<file path="src/rtl/core/sisi_pkg.sv">
// ---------------------------------------------------------------------------
// sisi_pkg: shared types and constants of the sorted interval set
// Field widths, operation and status codes, cell commands and the cell hit
// flags that travel from the cell row to the top-level decision logic.
// ---------------------------------------------------------------------------
package sisi_pkg;

    // Transaction field widths
    localparam int OP_W     = 2;
    localparam int ROW_W    = 16;
    localparam int SLOT_W   = 6;
    localparam int STATUS_W = 3;
    localparam int TOTAL_W  = 7;

    // Parameter defaults
    localparam int MAX_INTERVALS_DEF = 64;
    localparam int ROW_BITS_DEF      = 16;

    typedef enum logic [OP_W-1:0] {
        OP_INSERT = 2'd0,
        OP_READ   = 2'd1,
        OP_CLEAR  = 2'd2,
        OP_UNUSED = 2'd3
    } op_t;

    typedef enum logic [STATUS_W-1:0] {
        STAT_NEW      = 3'd0,
        STAT_COVERED  = 3'd1,
        STAT_EXTENDED = 3'd2,
        STAT_MERGED   = 3'd3,
        STAT_FULL     = 3'd4,
        STAT_READ_OK  = 3'd5,
        STAT_BAD_SLOT = 3'd6,
        STAT_CLEARED  = 3'd7
    } status_t;

    // Update broadcast to every cell on the commit cycle
    typedef enum logic [2:0] {
        CMD_HOLD      = 3'd0,
        CMD_NEW       = 3'd1,
        CMD_MERGE     = 3'd2,
        CMD_EXT_LEFT  = 3'd3,
        CMD_EXT_RIGHT = 3'd4
    } cell_cmd_t;

    // Per-cell findings about the row under test
    typedef struct packed {
        logic covered;
        logic left_adj;
        logic right_adj;
    } cell_hit_t;

endpackage

</file>
<file path="src/rtl/core/sisi_cell.sv">
// ---------------------------------------------------------------------------
// sisi_cell: one slot of the interval list
// Holds one interval, compares it with the incoming row when a transaction
// is taken, and on commit loads its own value, a neighbor's or the row.
// ---------------------------------------------------------------------------
module sisi_cell
    import sisi_pkg::*;
#(
    parameter int MAX_INTERVALS = MAX_INTERVALS_DEF,
    parameter int ROW_BITS      = ROW_BITS_DEF,
    parameter int INDEX         = 0
)
(
    input  logic                                  clk,
    input  logic                                  cmp_en,
    input  logic [$clog2(MAX_INTERVALS+1)-1:0]    count,
    input  logic [ROW_BITS-1:0]                   cmp_row,
    input  logic [ROW_BITS-1:0]                   wr_row,
    input  logic [SLOT_W-1:0]                     slot,
    input  cell_cmd_t                             cmd,
    input  logic                                  prev_ge,
    input  logic                                  next_ge,
    input  logic [ROW_BITS-1:0]                   prev_lo,
    input  logic [ROW_BITS-1:0]                   prev_hi,
    input  logic [ROW_BITS-1:0]                   next_lo,
    input  logic [ROW_BITS-1:0]                   next_hi,
    output logic                                  ge,
    output logic [ROW_BITS-1:0]                   lo,
    output logic [ROW_BITS-1:0]                   hi,
    output cell_hit_t                             hit,
    output logic [ROW_BITS-1:0]                   rd_lo,
    output logic [ROW_BITS-1:0]                   rd_hi
);

    localparam int CNT_W = $clog2(MAX_INTERVALS + 1);
    localparam int SELW  = (CNT_W > SLOT_W) ? CNT_W : SLOT_W;
    localparam logic [CNT_W-1:0] IDX_CNT = CNT_W'(INDEX);
    localparam logic [SELW-1:0]  IDX_SEL = SELW'(INDEX);

    logic [ROW_BITS-1:0] lo_reg, lo_next;
    logic [ROW_BITS-1:0] hi_reg, hi_next;
    logic                ge_reg, le_reg, ep1_reg, sp1_reg;
    logic                cell_valid;
    logic                at_i, at_im1, rd_sel;

    assign cell_valid = (IDX_CNT < count);

    // Latch comparison flags against the incoming row
    always_ff @(posedge clk)
    begin
        if (cmp_en)
        begin
            ge_reg  <= !(cell_valid && (hi_reg < cmp_row));
            le_reg  <= (lo_reg <= cmp_row);
            ep1_reg <= (({1'b0, hi_reg} + (ROW_BITS+1)'(1)) == {1'b0, cmp_row});
            sp1_reg <= ({1'b0, lo_reg} == ({1'b0, cmp_row} + (ROW_BITS+1)'(1)));
        end
    end

    // Locate this cell relative to the insertion point
    assign at_i   = ge_reg && !prev_ge;
    assign at_im1 = !ge_reg && next_ge;

    assign hit.covered   = at_i && cell_valid && le_reg;
    assign hit.right_adj = at_i && cell_valid && sp1_reg;
    assign hit.left_adj  = at_im1 && ep1_reg;

    // Offer contents for a read
    assign rd_sel = (SELW'(slot) == IDX_SEL);
    assign rd_lo  = rd_sel ? lo_reg : '0;
    assign rd_hi  = rd_sel ? hi_reg : '0;

    // Load own, neighbor or row value on commit
    always_comb
    begin
        lo_next = lo_reg;
        hi_next = hi_reg;
        unique case (cmd)
            CMD_NEW:
            begin
                if (at_i)
                begin
                    lo_next = wr_row;
                    hi_next = wr_row;
                end
                else if (ge_reg)
                begin
                    lo_next = prev_lo;
                    hi_next = prev_hi;
                end
            end
            CMD_MERGE:
            begin
                if (at_im1)
                begin
                    hi_next = next_hi;
                end
                else if (ge_reg)
                begin
                    lo_next = next_lo;
                    hi_next = next_hi;
                end
            end
            CMD_EXT_LEFT:
            begin
                if (at_im1)
                begin
                    hi_next = wr_row;
                end
            end
            CMD_EXT_RIGHT:
            begin
                if (at_i)
                begin
                    lo_next = wr_row;
                end
            end
            default:
            begin
                lo_next = lo_reg;
                hi_next = hi_reg;
            end
        endcase
    end

    always_ff @(posedge clk)
    begin
        lo_reg <= lo_next;
        hi_reg <= hi_next;
    end

    assign ge = ge_reg;
    assign lo = lo_reg;
    assign hi = hi_reg;

endmodule

</file>
<file path="config.mk">
export PLATFORM = sky130hd
export DESIGN_NAME = sisi_cell
export DESIGN_NICKNAME = d
export VERILOG_FILES = /design/src/rtl/core/sisi_pkg.sv /design/src/rtl/core/sisi_cell.sv
export SDC_FILE = /design/constraint.sdc
export NUM_CORES = 1
export LEC_CHECK = 0
export BUFFER_PORTS_ARGS = -buffer_cell sky130_fd_sc_hd__clkbuf_2
export CORE_MARGIN = 8
export CORE_UTILIZATION = 48
export CTS_BUF_LIST = sky130_fd_sc_hd__clkbuf_8
export DETAILED_ROUTE_END_ITERATION = 8
export MAX_ROUTING_LAYER = met4
export PLACE_DENSITY = 0.9
export SLEW_MARGIN = 10
export SYNTH_ARGS = -nofsm -noshare
export SYNTH_HDL_FRONTEND = slang
export SYNTH_SLANG_ARGS = --single-unit
</file>
<file path="constraint.sdc">
create_clock -name clk -period 2.79 [get_ports clk]
set_input_delay 0.4185 -clock clk [delete_from_list [all_inputs] [get_ports clk]]
set_output_delay 0.4185 -clock clk [all_outputs]
set_load 0.01 [all_outputs]
</file>
== Yosys cells after proc, flatten, opt, wreduce, memory -nomap -nowiden ==
Index checks and enable logic that the tools add are counted.
Word-level totals
  output and inout port bits: 68
  word-level logic and storage cells: 52
  register bits: 36
  input port bits: 116
Cells by class
  equality and inequality tests: 12
  reductions and logical operators: 15
  mux-type cells: 14
  $lt $le $gt $ge: 3
  add/subtract/negate cells: 2
Operators by type and width (count)
  two-way mux 16 bit: 12
  one-hot mux 16 bit (3 select lines): 2
  adder 16 x 1 -> 17 bit, second input constant: 2
  equality test 16 x 17 -> 1 bit: 1
  equality test 17 x 16 -> 1 bit: 1
  less-or-equal comparator 16 bit: 1
  less-than comparator 16 bit: 1
  != test 2 bit, second input constant: 4
  logical AND 1 bit: 7
  less-than comparator 1 x 7 -> 1 bit, first input constant: 1
  equality test 3 x 2 -> 1 bit, second input constant: 2
  zero test 6 bit: 1
  != test 3 bit, second input constant: 2
  nonzero test 3 bit: 2
  AND reduction 5 bit: 1
  AND reduction 4 bit: 1
  equality test 3 x 1 -> 1 bit, second input constant: 1
  equality test 3 bit, second input constant: 1
  zero test 1 bit: 3

== Depth between registers and ports, before layout ==
  depth in word-level cells: 4
  mapped depth: 9
  depth with buffers taken out: 8

== Least setup slack after synthesis ==
OpenSTA, ideal clock, no wires.
  path type: input port to output port
  start point: input port slot[3]
  end point: output port rd_hi[10]
  slack: 0.624 ns
  arrival: 1.748 ns
  stages on the path: 5
  path buffers: 2
  path through: or4_1 -> clkbuf_1 -> nor3_2 -> clkbuf_1 -> and2_1
Between the ends
  word-level cells in the longest chain between the ends: 2
RTL lines
  start: declaration: RTL line sisi_cell.sv:19  | input logic [SLOT_W-1:0] slot,
  zero test 6 bit: RTL line sisi_cell.sv:69  | assign rd_sel = (SELW'(slot) == IDX_SEL);
  two-way mux 16 bit: RTL line sisi_cell.sv:71  | assign rd_hi = rd_sel ? hi_reg : '0;
  end: declaration: RTL line sisi_cell.sv:32  | output logic [ROW_BITS-1:0] rd_hi
No other way between the ends.

== Worst setup path in the final report ==
  start point: register ge_reg (netlist: ge)
  end point: register lo_reg[11] (netlist: lo[11]), data pin
Between the ends
  word-level cells in the longest chain between the ends: 3
RTL lines
  start: declaration: RTL line sisi_cell.sv:42  | logic ge_reg, le_reg, ep1_reg, sp1_reg;
  start signal: assignment: RTL line sisi_cell.sv:53  | ge_reg <= !(cell_valid && (hi_reg < cmp_row));
  logical AND 1 bit: RTL line sisi_cell.sv:61  | assign at_i = ge_reg && !prev_ge;
  two-way mux 16 bit: RTL line sisi_cell.sv:81  | if (at_i)
  one-hot mux 16 bit (3 select lines): RTL line sisi_cell.sv:78  | unique case (cmd)
  named net lo_next[11]: RTL line sisi_cell.sv:40  | logic [ROW_BITS-1:0] lo_reg, lo_next;
  end signal: assignment: RTL line sisi_cell.sv:128  | lo_reg <= lo_next;
  end: declaration: RTL line sisi_cell.sv:40
The timed path passes the listed nets, and every way through them passes these cells.
A chain may end at the register's enable or synchronous reset.

==> results.py <==
metrics = {
    "run_status": {
        "status": "finished clean",
    },
    "worst_setup_path": {
        "worstSetupPathType": "reg2reg",
        "worstPathArrival_ns": 2.61,
        "cp_data_required_time_ns": 2.93,
        "crit_fanout": 16,
        "end_kind": "flop",
        "start_kind": "flop",
    },
    "synthesis": {
        "synth.avg_cell_area_um2": 8.191,
        "syn_area_um2": 3760,
        "syn-instance-count": 459,
        "yosys_most_used_dff": "edfxtp_1",
        "synth-seq-cells": 36,
        "ys_types": 56,
        "ys.warnings.count": 0,
        "synth-edff-count": 36,
        "syn-num-nets": 609,
        "postSynth.asyncResetShare_pct": 0,
        "seq_area_frac_synth_pct": 28.75,
    },
    "cts": {
        "holdBufCountCts": 0,
        "cts_root_buffer": "clkbuf_8",
        "cts_buffer_depth": 2,
        "post_cts_buffers": 0,
        "cts_buffers": 5,
        "cts_tree": "yes",
        "cts_max_level": 2,
        "cts_sinks": 36,
        "clock_latency_ns": 0.29,
        "ctsResizeCount": 0,
        "clk_pin_slew_ns": 0.08,
    },
    "floorplanning": {
        "die_width_um": 104.5,
        "chipHeight_um": 104.5,
        "die_area_um2": 10920,
        "rows": 32,
        "coreArea_um2": 7647,
        "initial_utilization_pct": 49.17,
        "ios": 184,
    },
    "sta": {
        "fmax_mhz": 405.2,
        "finalSetupTns_ns": 0,
        "rsz0062_at_grt": "no",
        "timing.final.crit_share_pct": 88.45,
        "fin_crit_ns": 2.468,
        "finalMaxSlewViolations": 0,
        "finalSetupViolCount": 0,
        "worst_pin_slew_ns": 1.221,
        "slew_headroom_pct": 18.63,
        "finalClockSkew_ns": 0.005499,
        "hold_violations": 0,
    },
    "cells_and_area": {
        "num-nets-final": 787,
        "final_area_um2": 4873,
        "area_growth_pct": 29.62,
        "fin_util_pct": 63.73,
        "fin_cells": 740,
        "antennaDiodeCount": 0,
        "drive_gt1_share_pct": 32.13,
    },
    "pwr": {
        "cellLeakagePower_nw": 2.280,
        "p_per_area_nw_per_um2": 335.5,
        "p_sw_mw": 0.5729,
        "power_switching_share_pct": 35.04,
        "combPwrFrac_pct": 34.4,
        "clockPowerShare_pct": 22.6,
        "p_seq_share_pct": 43.0,
        "vdd_drop_max_mv": 0.2383,
        "p_int_mw": 1.062,
        "p_total_mw": 1.635,
    },
    "routing": {
        "dr.pass1.iters": 5,
        "dr_total_vias": 4372,
        "post_drt_wl_per_cell_um": 19.12,
        "postRouteAntennaNets": 0,
        "drtIter0Drc": 305,
        "drc": 0,
        "drt_wl_total_mm": 14.15,
        "viasPerCell": 5.908,
    },
    "placed_design": {
        "port_buffers": 183,
        "placedCellCount": 732,
        "place.gp.congestion": 0.9730,
        "dp_hpwl_mm": 11.93,
        "post_dp_cell_area_um2": 4781,
    },
    "global_routing": {
        "grt_pass1_vias": 4583,
        "grt_use_total_pct": 25.75,
        "grt_pass1_wl_mm": 22.76,
        "antenna_found_initial": 0,
        "grt.overflow.total": 0,
        "grt_max_degree": 17,
    },
    "flow_run": {
        "max_cap_viol_count": 0,
    },
    "min_path": {
        "min_path_type": "in2reg",
    },
}
-- layout make-up --
class	instances	area, um2
Sequential cell	36	1081
Tap cell	102	127.6
Clock buffer	5	68.82
Timing Repair Buffer	190	968.4
Fill cell	678	2774
Inverter	23	86.33
Clock inverter	3	20.02
Multi-Input combinational cell	381	2521
-- final timing paths --
check,start,endpoint,slack [ns],cells after the start
setup reg to reg,ge,lo[11],0.32,5
hold / removal,next_lo[8],lo[8],0.40,3
setup / recovery,ge,lo[11],0.32,5
hold reg to reg,lo[10],sp1_reg,0.91,3
-- stage by stage --
stage          hold slack (ns)  setup WS, ns
2_1_floorplan           0.5310        0.6236
3_3_place_gp            0.6839        0.5275
3_5_place_dp            0.6873        0.3911
4_1_cts                 0.3875        0.3870
5_1_grt                 0.3914       0.08886
6_report                0.3953        0.3223
-- critical path, stage by stage, from the launching register on --
cell and delay (ns):
edfxtp_1 0.45, nor2b_1 0.50, a21oi_1 0.09, o21ai_1 0.89
a22oi_1 0.25, nand2_1 0.15
-- Yosys cell counts, types with 11 or more instances --
cell type	instances	area [um2]
nand2_1	49	183.9
nor2_1	44	165.2
edfxtp_1	36	1081
and2_1	35	219.0
ha_1	34	425.4
inv_1	23	86.33
a21oi_1	20	100.1
xor2_1	19	166.4
a22oi_1	17	127.6
clkbuf_1	16	60.06
o21ai_0	16	80.08
o22ai_1	16	100.1
xnor2_1	15	131.4
nand3_1	12	60.06
nand4_1	12	75.07
nor4_1	11	68.82
-- routing by layer --
metal	track usage, %	up-vias	part of all wire, %
met4	8.170	0	2.6
met1	29.75	2038	40
met3	4.213	40	7.8
met2	44.40	248	50
met5	-	-	0
li1	-	2046	-
-- cells by family after synthesis --
group	after synthesis	synth area share (%)
fa+ha+maj	34	11.31
flops	36	28.75
xor+xnor	34	7.920
mux	3	0.8319
simple gates	206	28.52
buf+inv	42	4.293
compound gates	104	18.37
-- power groups by stage --
| stage | registers, mW | clock network (mW) | logic [mW] |
|---|---|---|---|
| 2_1_floorplan | 0.708 | 0 | 0.313 |
| 3_3_place_gp | 0.711 | 0 | 0.532 |
| 3_5_place_dp | 0.713 | 0 | 0.553 |
| 4_1_cts | 0.701 | 0.378 | 0.557 |
| 5_1_grt | 0.707 | 0.399 | 0.621 |
| 6_report | 0.703 | 0.370 | 0.562 |
-- placed cells by master, fill, tap and decap left out, types with 2 or more instances in the layout --
cell type and instances:
a211oi_1 7, a21o_1 3, a21oi_1 20, a22oi_1 17, a31oi_1 2, a41oi_1 2
and2_1 35, and3_1 5, and4_1 2, buf_4 7, clkbuf_2 183, clkbuf_8 5
edfxtp_1 36, ha_1 34, inv_1 24, nand2_1 49, nand2b_1 5, nand3_1 12
nand4_1 12, nand4b_1 3, nor2_1 44, nor2b_1 6, nor3_1 8, nor3_2 2
nor4_1 11, o211ai_1 4, o21a_1 2, o21ai_0 16, o21ai_1 2, o22ai_1 16
o31ai_1 2, or3_1 3, xnor2_1 15, xor2_1 19
No activity file was read; power rests on OpenSTA's default activity.
